<file path="config.mk">
export PLATFORM = sky130hd
export DESIGN_NAME = lookup2_string_hash
export DESIGN_NICKNAME = d
export VERILOG_FILES = /design/src/hw/rtl/l2h_pkg.sv /design/src/hw/rtl/l2h_front.sv /design/src/hw/rtl/l2h_queue.sv /design/src/hw/rtl/l2h_back.sv /design/src/hw/rtl/lookup2_string_hash.sv
export SDC_FILE = /design/constraint.sdc
export NUM_CORES = 2
export LEC_CHECK = 0
export ABC_AREA = 0
export BUFFER_PORTS_ARGS = -buffer_cell sky130_fd_sc_hd__buf_4
export CAP_MARGIN = 20
export CORE_UTILIZATION = 30
export CTS_CLUSTER_DIAMETER = 60
export DETAILED_ROUTE_END_ITERATION = 6
export PLACE_DENSITY_LB_ADDON = 0.3
export SLEW_MARGIN = 10
export SYNTH_ARGS = -nofsm -noshare
export SYNTH_HDL_FRONTEND = slang
export SYNTH_SLANG_ARGS = --single-unit
export TNS_END_PERCENT = 10
</file>
<file path="constraint.sdc">
create_clock -name clock -period 36.1 [get_ports clock]
set_clock_uncertainty 0.05 [all_clocks]
set_input_delay 7.22 -clock clock [delete_from_list [all_inputs] [get_ports clock]]
set_output_delay 7.22 -clock clock [all_outputs]
set_load 0.05 [all_outputs]
</file>
<file path="src/hw/rtl/l2h_pkg.sv">
// ----------------------------------------------------------------------------
// l2h_pkg: shared types and constants of the lookup2 string hash
// Mixing word type, job format passed from front to back, round function.
// ----------------------------------------------------------------------------
package l2h_pkg;

   localparam logic [31:0] GOLDEN_WORD = 32'h9e3779b9;
   localparam int          BLOCK_SIZE  = 12;
   localparam int          FILL_W      = 4;
   localparam logic [3:0]  ROUND_LAST  = 4'd8;
   localparam int          QDEPTH      = 2;
   localparam int          QPTR_W      = 1;
   localparam int          QCNT_W      = 2;

   // What the back does with a job
   typedef enum logic [1:0] {
      OP_BLOCK,        // add block words, mix
      OP_FINAL,        // add tail words (length already in c), mix, emit
      OP_BLOCK_FINAL   // add block words, mix, add length to c, mix, emit
   } op_type;

   typedef struct packed {
      logic [31:0] a;
      logic [31:0] b;
      logic [31:0] c;
   } mix_type;

   typedef struct packed {
      op_type      op;
      mix_type     words;
      logic [31:0] length;
   } job_type;

   // One line of the mix: three subtract/xor lines per word, nine in all
   function automatic mix_type mix_round(input mix_type m, input logic [3:0] r);
      mix_type o;
      o = m;
      unique case (r)
         4'd0: o.a = (m.a - m.b - m.c) ^ (m.c >> 13);
         4'd1: o.b = (m.b - m.c - m.a) ^ (m.a << 8);
         4'd2: o.c = (m.c - m.a - m.b) ^ (m.b >> 13);
         4'd3: o.a = (m.a - m.b - m.c) ^ (m.c >> 12);
         4'd4: o.b = (m.b - m.c - m.a) ^ (m.a << 16);
         4'd5: o.c = (m.c - m.a - m.b) ^ (m.b >> 5);
         4'd6: o.a = (m.a - m.b - m.c) ^ (m.c >> 3);
         4'd7: o.b = (m.b - m.c - m.a) ^ (m.a << 10);
         4'd8: o.c = (m.c - m.a - m.b) ^ (m.b >> 15);
         default: o = m;
      endcase
      return o;
   endfunction

endpackage

</file>
<file path="src/hw/rtl/l2h_front.sv">
// ----------------------------------------------------------------------------
// l2h_front: byte collector
// Gathers key bytes into a 12-byte block, counts the key length and turns
// each full block and each key end into a job for the mixing back end.
// ----------------------------------------------------------------------------
module l2h_front (
   input  logic              clock,
   input  logic              reset,
   input  logic              req_valid,
   output logic              req_stall,
   input  logic [7:0]        req_data_byte,
   input  logic              req_no_byte,
   input  logic              req_last,
   output logic              push,
   output l2h_pkg::job_type  push_job,
   input  logic              q_full
);
   import l2h_pkg::*;

   logic [7:0]        buf_ff [BLOCK_SIZE];
   logic [7:0]        buf_in [BLOCK_SIZE];
   logic [7:0]        kept   [BLOCK_SIZE];
   logic [FILL_W-1:0] fill_ff;
   logic [FILL_W-1:0] fill_in;
   logic [FILL_W-1:0] fill_next;
   logic [31:0]       len_ff;
   logic [31:0]       len_in;
   logic [31:0]       len_next;
   logic              accept;
   logic              blk_full;

   assign req_stall = q_full;
   assign accept    = req_valid && !q_full;

   // Place the new byte and count it
   always_comb begin
      for (int i = 0; i < BLOCK_SIZE; i++) begin
         buf_in[i] = buf_ff[i];
         if (accept && !req_no_byte && fill_ff == FILL_W'(i)) begin
            buf_in[i] = req_data_byte;
         end
      end
      fill_next = fill_ff + FILL_W'(!req_no_byte);
      len_next  = len_ff + 32'(!req_no_byte);
      blk_full  = (fill_next == FILL_W'(BLOCK_SIZE));
      for (int i = 0; i < BLOCK_SIZE; i++) begin
         kept[i] = (FILL_W'(i) < fill_next) ? buf_in[i] : 8'h00;
      end
   end

   // Build the job: full block, or tail with the length in c's low byte
   always_comb begin
      push            = accept && (req_last || blk_full);
      push_job.length = len_next;
      push_job.words.a = {kept[3], kept[2], kept[1], kept[0]};
      push_job.words.b = {kept[7], kept[6], kept[5], kept[4]};
      if (blk_full) begin
         push_job.words.c = {kept[11], kept[10], kept[9], kept[8]};
         push_job.op      = req_last ? OP_BLOCK_FINAL : OP_BLOCK;
      end else begin
         push_job.words.c = {kept[10], kept[9], kept[8], 8'h00} + len_next;
         push_job.op      = OP_FINAL;
      end
   end

   // Advance fill and length; a key end starts a new key
   always_comb begin
      fill_in = fill_ff;
      len_in  = len_ff;
      if (accept) begin
         if (req_last) begin
            fill_in = '0;
            len_in  = '0;
         end else begin
            fill_in = blk_full ? '0 : fill_next;
            len_in  = len_next;
         end
      end
   end

   always_ff @(posedge clock) begin
      if (reset) begin
         fill_ff <= '0;
         len_ff  <= '0;
      end else begin
         fill_ff <= fill_in;
         len_ff  <= len_in;
      end
   end

   always_ff @(posedge clock) begin
      for (int i = 0; i < BLOCK_SIZE; i++) begin
         buf_ff[i] <= buf_in[i];
      end
   end

endmodule

</file>
<file path="src/hw/rtl/l2h_queue.sv">
// ----------------------------------------------------------------------------
// l2h_queue: two-entry job queue
// Decouples the byte collector from the mixing back end.
// ----------------------------------------------------------------------------
module l2h_queue (
   input  logic              clock,
   input  logic              reset,
   input  logic              push,
   input  l2h_pkg::job_type  push_job,
   output logic              q_full,
   output logic              q_valid,
   output l2h_pkg::job_type  q_job,
   input  logic              pop
);
   import l2h_pkg::*;

   job_type           entry_ff [QDEPTH];
   logic [QPTR_W-1:0] wr_ptr_ff;
   logic [QPTR_W-1:0] wr_ptr_in;
   logic [QPTR_W-1:0] rd_ptr_ff;
   logic [QPTR_W-1:0] rd_ptr_in;
   logic [QCNT_W-1:0] count_ff;
   logic [QCNT_W-1:0] count_in;

   assign q_full  = (count_ff == QCNT_W'(QDEPTH));
   assign q_valid = (count_ff != '0);
   assign q_job   = entry_ff[rd_ptr_ff];

   // Advance pointers and occupancy
   always_comb begin
      wr_ptr_in = push ? wr_ptr_ff + 1'b1 : wr_ptr_ff;
      rd_ptr_in = pop  ? rd_ptr_ff + 1'b1 : rd_ptr_ff;
      count_in  = count_ff + QCNT_W'(push) - QCNT_W'(pop);
   end

   always_ff @(posedge clock) begin
      if (reset) begin
         wr_ptr_ff <= '0;
         rd_ptr_ff <= '0;
         count_ff  <= '0;
      end else begin
         wr_ptr_ff <= wr_ptr_in;
         rd_ptr_ff <= rd_ptr_in;
         count_ff  <= count_in;
      end
   end

   always_ff @(posedge clock) begin
      if (push) begin
         entry_ff[wr_ptr_ff] <= push_job;
      end
   end

endmodule

</file>
<file path="src/hw/rtl/l2h_back.sv">
// ----------------------------------------------------------------------------
// l2h_back: mixing engine
// Holds a, b, c; adds each job's words and runs the mix one line per cycle
// on a shared round unit; emits c into the result register at key end.
// ----------------------------------------------------------------------------
module l2h_back (
   input  logic              clock,
   input  logic              reset,
   input  logic              q_valid,
   input  l2h_pkg::job_type  q_job,
   output logic              pop,
   output logic              rsp_valid,
   input  logic              rsp_stall,
   output logic [31:0]       rsp_hash_value
);
   import l2h_pkg::*;

   typedef enum logic [1:0] {
      BK_IDLE,
      BK_MIX,
      BK_LEN,
      BK_EMIT
   } bk_state_type;

   bk_state_type state_ff;
   bk_state_type state_in;
   mix_type      mix_ff;
   mix_type      mix_in;
   op_type       op_ff;
   op_type       op_in;
   logic [31:0]  len_ff;
   logic [31:0]  len_in;
   logic [3:0]   round_ff;
   logic [3:0]   round_in;
   logic         out_valid_ff;
   logic         out_valid_in;
   logic [31:0]  out_hash_ff;
   logic [31:0]  out_hash_in;

   assign rsp_valid      = out_valid_ff;
   assign rsp_hash_value = out_hash_ff;

   // Next state, datapath and result register
   always_comb begin
      state_in     = state_ff;
      mix_in       = mix_ff;
      op_in        = op_ff;
      len_in       = len_ff;
      round_in     = round_ff;
      pop          = 1'b0;
      out_valid_in = out_valid_ff && rsp_stall;
      out_hash_in  = out_hash_ff;
      unique case (state_ff)
         BK_IDLE: begin
            if (q_valid) begin
               pop      = 1'b1;
               mix_in.a = mix_ff.a + q_job.words.a;
               mix_in.b = mix_ff.b + q_job.words.b;
               mix_in.c = mix_ff.c + q_job.words.c;
               op_in    = q_job.op;
               len_in   = q_job.length;
               round_in = '0;
               state_in = BK_MIX;
            end
         end
         BK_MIX: begin
            mix_in   = mix_round(mix_ff, round_ff);
            round_in = round_ff + 4'd1;
            if (round_ff == ROUND_LAST) begin
               unique case (op_ff)
                  OP_BLOCK:       state_in = BK_IDLE;
                  OP_BLOCK_FINAL: state_in = BK_LEN;
                  OP_FINAL:       state_in = BK_EMIT;
                  default:        state_in = BK_IDLE;
               endcase
            end
         end
         BK_LEN: begin
            // empty tail after a full last block: only the length goes in
            mix_in.c = mix_ff.c + len_ff;
            op_in    = OP_FINAL;
            round_in = '0;
            state_in = BK_MIX;
         end
         BK_EMIT: begin
            if (!out_valid_ff || !rsp_stall) begin
               out_valid_in = 1'b1;
               out_hash_in  = mix_ff.c;
               mix_in.a     = GOLDEN_WORD;
               mix_in.b     = GOLDEN_WORD;
               mix_in.c     = '0;
               state_in     = BK_IDLE;
            end
         end
         default: state_in = BK_IDLE;
      endcase
   end

   always_ff @(posedge clock) begin
      if (reset) begin
         state_ff     <= BK_IDLE;
         out_valid_ff <= 1'b0;
         mix_ff.a     <= GOLDEN_WORD;
         mix_ff.b     <= GOLDEN_WORD;
         mix_ff.c     <= '0;
      end else begin
         state_ff     <= state_in;
         out_valid_ff <= out_valid_in;
         mix_ff       <= mix_in;
      end
   end

   always_ff @(posedge clock) begin
      op_ff       <= op_in;
      len_ff      <= len_in;
      round_ff    <= round_in;
      out_hash_ff <= out_hash_in;
   end

endmodule

</file>
<file path="src/hw/rtl/lookup2_string_hash.sv">
// ----------------------------------------------------------------------------
// lookup2_string_hash: 32-bit lookup2 hash of a byte-stream key
// Front collector, two-entry job queue and iterative mixing back end.
// ----------------------------------------------------------------------------
// Usage:
//   req_* carries one key byte per item; req_last marks the key's final
//   item, and req_no_byte marks an item without a byte (an empty key is a
//   single item with both set). rsp_* carries one hash per key.
//   Bytes are taken one per cycle while the job queue is not full. Every
//   12th byte and every last item becomes a job; the back end adds the
//   job's words and then runs the mix (one mix line per cycle on a single
//   round unit), and full blocks keep pace with a byte per cycle.
//   A last byte that fills a block costs two mixes. The back end takes a
//   new job from the queue only once it has finished the job before, so
//   short keys run at a pace set by the round unit.
//   req_stall rises while the job queue is full; rsp_stall holds the
//   result register and the back end waits at its emit step.
//   Synchronous reset empties the queue, drops any pending result and
//   restores the initial mixing words; no clearing pass is needed.
// ----------------------------------------------------------------------------
module lookup2_string_hash (
   input  logic        clock,
   input  logic        reset,
   input  logic        req_valid,
   output logic        req_stall,
   input  logic [7:0]  req_data_byte,
   input  logic        req_no_byte,
   input  logic        req_last,
   output logic        rsp_valid,
   input  logic        rsp_stall,
   output logic [31:0] rsp_hash_value
);
   import l2h_pkg::*;

   logic    push;
   job_type push_job;
   logic    q_full;
   logic    q_valid;
   job_type q_job;
   logic    pop;

   l2h_front u_front (
      .clock         (clock),
      .reset         (reset),
      .req_valid     (req_valid),
      .req_stall     (req_stall),
      .req_data_byte (req_data_byte),
      .req_no_byte   (req_no_byte),
      .req_last      (req_last),
      .push          (push),
      .push_job      (push_job),
      .q_full        (q_full)
   );

   l2h_queue u_queue (
      .clock    (clock),
      .reset    (reset),
      .push     (push),
      .push_job (push_job),
      .q_full   (q_full),
      .q_valid  (q_valid),
      .q_job    (q_job),
      .pop      (pop)
   );

   l2h_back u_back (
      .clock          (clock),
      .reset          (reset),
      .q_valid        (q_valid),
      .q_job          (q_job),
      .pop            (pop),
      .rsp_valid      (rsp_valid),
      .rsp_stall      (rsp_stall),
      .rsp_hash_value (rsp_hash_value)
   );

endmodule

</file>
### After elaboration in Yosys (flattened, before gate mapping)

Memory sizes are Yosys's and may differ from the RTL's. A register that Yosys moved wholly into a read port is not among the register bits.
Index checks and enable logic that the tools add are counted.

* eq/ne operators: 32
* $add $sub $neg: 18
* bitwise operators: 9
* $lt $le $gt $ge: 12
* muxes and demuxes: 54
* reduce and logical (&&, ||, !) cells: 37

Operators with widths (number)
* $pmux 32 s3: 3
* $mux 8: 24
* $mux 96: 2
* $pmux 64 s3: 1
* $sub 32x32->32: 6
* $add 32x32->32: 5
* $pmux 32 s4: 1
* $xor 32x32->32: 3
* $mux 32: 2
* $xor 32x19->32: 2
* $add 32x1->32: 1
* $eq 4x3->1 const B: 8
* $xor 32x17->32: 1
* $xor 32x20->32: 1
* $xor 32x27->32: 1
* $xor 32x29->32: 1
* $eq 4x4->1 const B: 6
* $eq 4x2->1 const B: 4
* $logic_and 1x1->1: 16
* $lt 3x4->1 const A: 4
* $lt 4x4->1 const A: 4
* $mux 2: 6
* $mux 4: 3
* $pmux 4 s3: 1
* other kinds (26): 56

* output and inout bits: 34
* input bits: 14
* register bits: 209
* memory bits (writable): 356
* memories kept: 2
* logic and storage cells: 178

Memory list
* u_queue.entry_ff: depth 2, width 130, read ports 1, clocked after memory_dff 1, wr ports 1, line l2h_queue.sv:17 `job_type entry_ff [QDEPTH];`
* u_front.buf_ff: depth 12, width 8, read ports 12, clocked after memory_dff 0, wr ports 12, line l2h_front.sv:20 `logic [7:0] buf_ff [BLOCK_SIZE];`

### Depth between registers and ports, before layout

* depth in word-level cells: 9
* gate-level depth with buffers: 21
* depth with buffers taken out: 20

### Modules after synthesis

Synthesis repeated with hierarchy kept, for this count alone.

* cell total of the unflattened synthesis: 3808
* area total of the unflattened synthesis: 38565.7 um^2

Modules (own cells, without submodules)
* l2h_back: seq. area each 4083.9 um^2, area an instance 21271.7 um^2, times used 1, cells an instance 2493
* l2h_queue: seq. area each 7907.6 um^2, area an instance 9625.5 um^2, times used 1, cells an instance 425
* l2h_front: seq. area each 2642.5 um^2, area an instance 7668.6 um^2, times used 1, cells an instance 890

### Least setup slack after synthesis

Ideal clock, no wire load.

* path type: in2reg
* start point: input req_no_byte
* end point: memory u_queue.entry_ff[0][0] (netlist name), enable pin
* setup time: 778 ps
* data required time: 35272 ps
* path buffers: 0
* cell stages on the path: 7
* path slack: 18088 ps
* arrival time: 17184 ps
* cell sequence: inv_1 -> ha_1 -> ha_1 -> xor2_1 -> and3_1 -> nor2_1 -> nor3_1

* word-level cells in the longest chain between the ends: 7

Ends and longest elaborated chain
* from (decl): line lookup2_string_hash.sv:27 `input logic req_no_byte,`
* $logic_not 1->1: line l2h_front.sv:43 `fill_next = fill_ff + FILL_W'(!req_no_byte);`
* $add 4x1->4: line l2h_front.sv:43
* $eq 4x4->1: line l2h_front.sv:45 `blk_full = (fill_next == FILL_W'(BLOCK_SIZE));`
* $logic_or 1x1->1: line l2h_front.sv:53 `push = accept && (req_last || blk_full);`
* $logic_and 1x1->1: line l2h_front.sv:53
* $mux 1: line l2h_queue.sv:49 `if (push) begin`
* $mux 1 (not written as such): line l2h_queue.sv:50 `entry_ff[wr_ptr_ff] <= push_job;`
* to (decl): line l2h_queue.sv:17

Every way passes these cells.

==> flow_summary.yaml <==
synth:
  syn-num-nets: 4108
  synth.avg_cell_area_um2: 10.0
  yosysSeqAreaShare: 0.387
  syn_area_um2: 37800
  syn_inst: 3771
  yosys_warnings: 0
  synthFlopType: "edfxtp_1"
  ys_types: 105
  synth-edff-count: 330
  synth-seq-cells: 566
  async_reset_ff_frac: 0
worst_setup_path:
  cp_max_fo: 10
  arrival_ps: 12060
  r2r_start: "u_queue.count_ff[1]"
  rrSetupSlack_ps: 30110
  critPathSlowestCell: "o21ai_1"
  end_kind: "flip-flop"
  required_ps: 36450
  cp-start-kind: "input port"
  cp_top_family: "compound AO/OA/AOI/OAI gates"
  startpoint: "req_no_byte"
  crit_buf_inv: 2
  cpMostUsedCell: "ha_1"
  max_stage_delay_ps: 570
  critPathKind: "input port to flip-flop"
  crit_chain: "buf_4 -> inv_1 -> ha_1 -> ha_1 -> or2_2 -> o21ai_1 -> nor2_1 -> ha_1 -> fa_1 -> a21o_1 -> a21oi_1 -> o21bai_1 -> a21oi_2 -> nor2_1 -> o41a_1 -> o211ai_1 -> a21boi_0 -> or3_1 -> a31o_1"
global_route:
  grt.overflow.total: 0
  antenna_found_initial: 4
  grt_max_degree: 74
  grt_pass1_vias: 28200
  grt.total_usage: 0.205
  grt_pass1_wl_um: 193000
sta:
  fin_setup_tns_ps: 0
  slew_headroom: 0.224
  slew_viol_final: 0
  tightest_slew_ps: 1150
  post-route-period-util: 0.324
  max_freq_mhz: 85.4
  rsz0062_at_grt: "no"
  hold-worst-slack_ps: 409
  finalSetupViolations: 0
  period_needed_ps: 11710
  finalHoldViolations: 0
place:
  dp_hpwl_um: 101000
  numPortBuffers: 47
  gp_congestion: 0.987
finish:
  nNetsFinal: 4117
  final_common_cell: "edfxtp_1"
  layout_common_cells: "330 x edfxtp_1, 284 x a21oi_1, 245 x xnor2_1, 240 x nor2_1, 239 x nand2_1"
  antenna_cells: 0
  area_growth_pct: 12.0
  fillers: 12600
  drive_gt1_frac: 0.122
cts:
  cts_tree: "done"
  hold_buffers: 0
  worstSkewPairLatency_ps: 650
  htree_num_levels: 3
  cts_resized: 0
  clock_sinks: 566
  root_buffer: "clkbuf_16"
  cts_max_path_buffers: 3
  postCtsSetupBuffers: 0
  clkTransAtPathRegs_ps: 70
  numCtsBuffers: 67
floorplan:
  core_region_area_um2: 124000
  die-area_um2: 128000
  die_y_um: 357
  start_util: 0.304
  rows: 129
  die_x_um: 357
  io_pins: 48
detailed_routing:
  routed_wl_um: 134000
  dr.pass1.iters: 6
  drt_iter0_drc: 3002
  wl_per_cell_um: 24.5
  avgViaCountPerCell: 5.48
  drtAntennaViolNets: 0
  via_count: 30000
  drc_errors: 0
hold_path:
  hold_start: "u_front.buf_ff[0][22]"
  hold_class: "flip-flop to flip-flop"
status:
  status: "completed"
run:
  drv_cap: 0
registers in the layout, summed over array words and instances (netlist names), named ones only:
signal                 flops
u_queue.entry_ff         260
u_back.mix_ff             96
u_front.buf_ff            96
u_back.len_ff             32
u_back.rsp_hash_value     32
u_front.len_ff            32
u_back.round_ff            4
u_front.fill_ff            4
u_back.op_ff               2
u_back.state_ff            2
u_queue.count_ff           2
u_back.rsp_valid           1
u_queue.rd_ptr_ff          1
u_queue.wr_ptr_ff          1
path summary, 6_finish.rpt:
path,to,depth (start not counted)
worst max-delay path,u_queue.entry_ff[1][62],19
worst max register to register,u_queue.entry_ff[1][62],20
worst min-delay path,u_front.buf_ff[0][22],2
worst min register to register,u_front.buf_ff[0][22],2
per-layer routing:
| layer | part of all wire | track usage | routed length (um) |
|---|---|---|---|
| met3 | 0.079 | 0.0341 | 10600 |
| met2 | 0.42 | 0.305 | 56500 |
| met5 | 0.00019 | 0 | 26 |
| met4 | 0.037 | 0.0699 | 4930 |
| met1 | 0.46 | 0.298 | 61800 |
synthesized netlist by cell type (56+ instances only):
master / instances / area share
edfxtp_1: 330 / 0.26
a21oi_1: 284 / 0.038
xnor2_1: 245 / 0.057
nor2_1: 242 / 0.024
nand2_1: 239 / 0.024
dfxtp_1: 236 / 0.12
ha_1: 226 / 0.075
o21ai_0: 217 / 0.029
mux2_2: 176 / 0.052
inv_1: 169 / 0.017
clkbuf_1: 140 / 0.014
a21o_1: 98 / 0.019
fa_1: 97 / 0.051
xor2_1: 95 / 0.022
nor2b_1: 83 / 0.014
o22ai_1: 66 / 0.011
mux2i_1: 64 / 0.017
a211oi_1: 56 / 0.011
logic make-up (layout without fill, tap and decap cells):
kind of cell,Yosys count,after routing,share of synthesized area
compound gates,1102,1102,0.193
flops,566,566,0.387
fa+ha+maj,323,323,0.126
simple gates,860,860,0.111
buf+inv,337,399,0.0337
xor+xnor,343,343,0.0802
mux,240,240,0.0693
final cells by class:
class / instances / area (um2) / area share
clock inverters: 33 / 382 / 0.00901
multi-input cells: 2868 / 22000 / 0.519
inverters: 169 / 634 / 0.0150
clock buffers: 89 / 1880 / 0.0444
well taps: 1637 / 2050 / 0.0483
repair buffers: 108 / 811 / 0.0191
flip-flops and latches: 566 / 14600 / 0.346
stage by stage:
step / cells / setup WS [ps] / area (um2) / utilization
global placement: 5348 / 23760 / 40100 / 0.322
global route: 5470 / 24090 / 42400 / 0.340
finish: 5470 / 24390 / 42400 / 0.340
detailed placement: 5348 / 23740 / 40100 / 0.322
floorplan: 3771 / 18090 / 37800 / -
CTS: 5470 / 24430 / 42400 / 0.340
worst min-delay path: stages, from the launching register on:
cell,delay [ps]
dfxtp_1,310
mux2i_1,70
inv_1,50
Power is not shown: default switching activity piles up to over one toggle a cycle in this logic, so the estimate is an artifact.
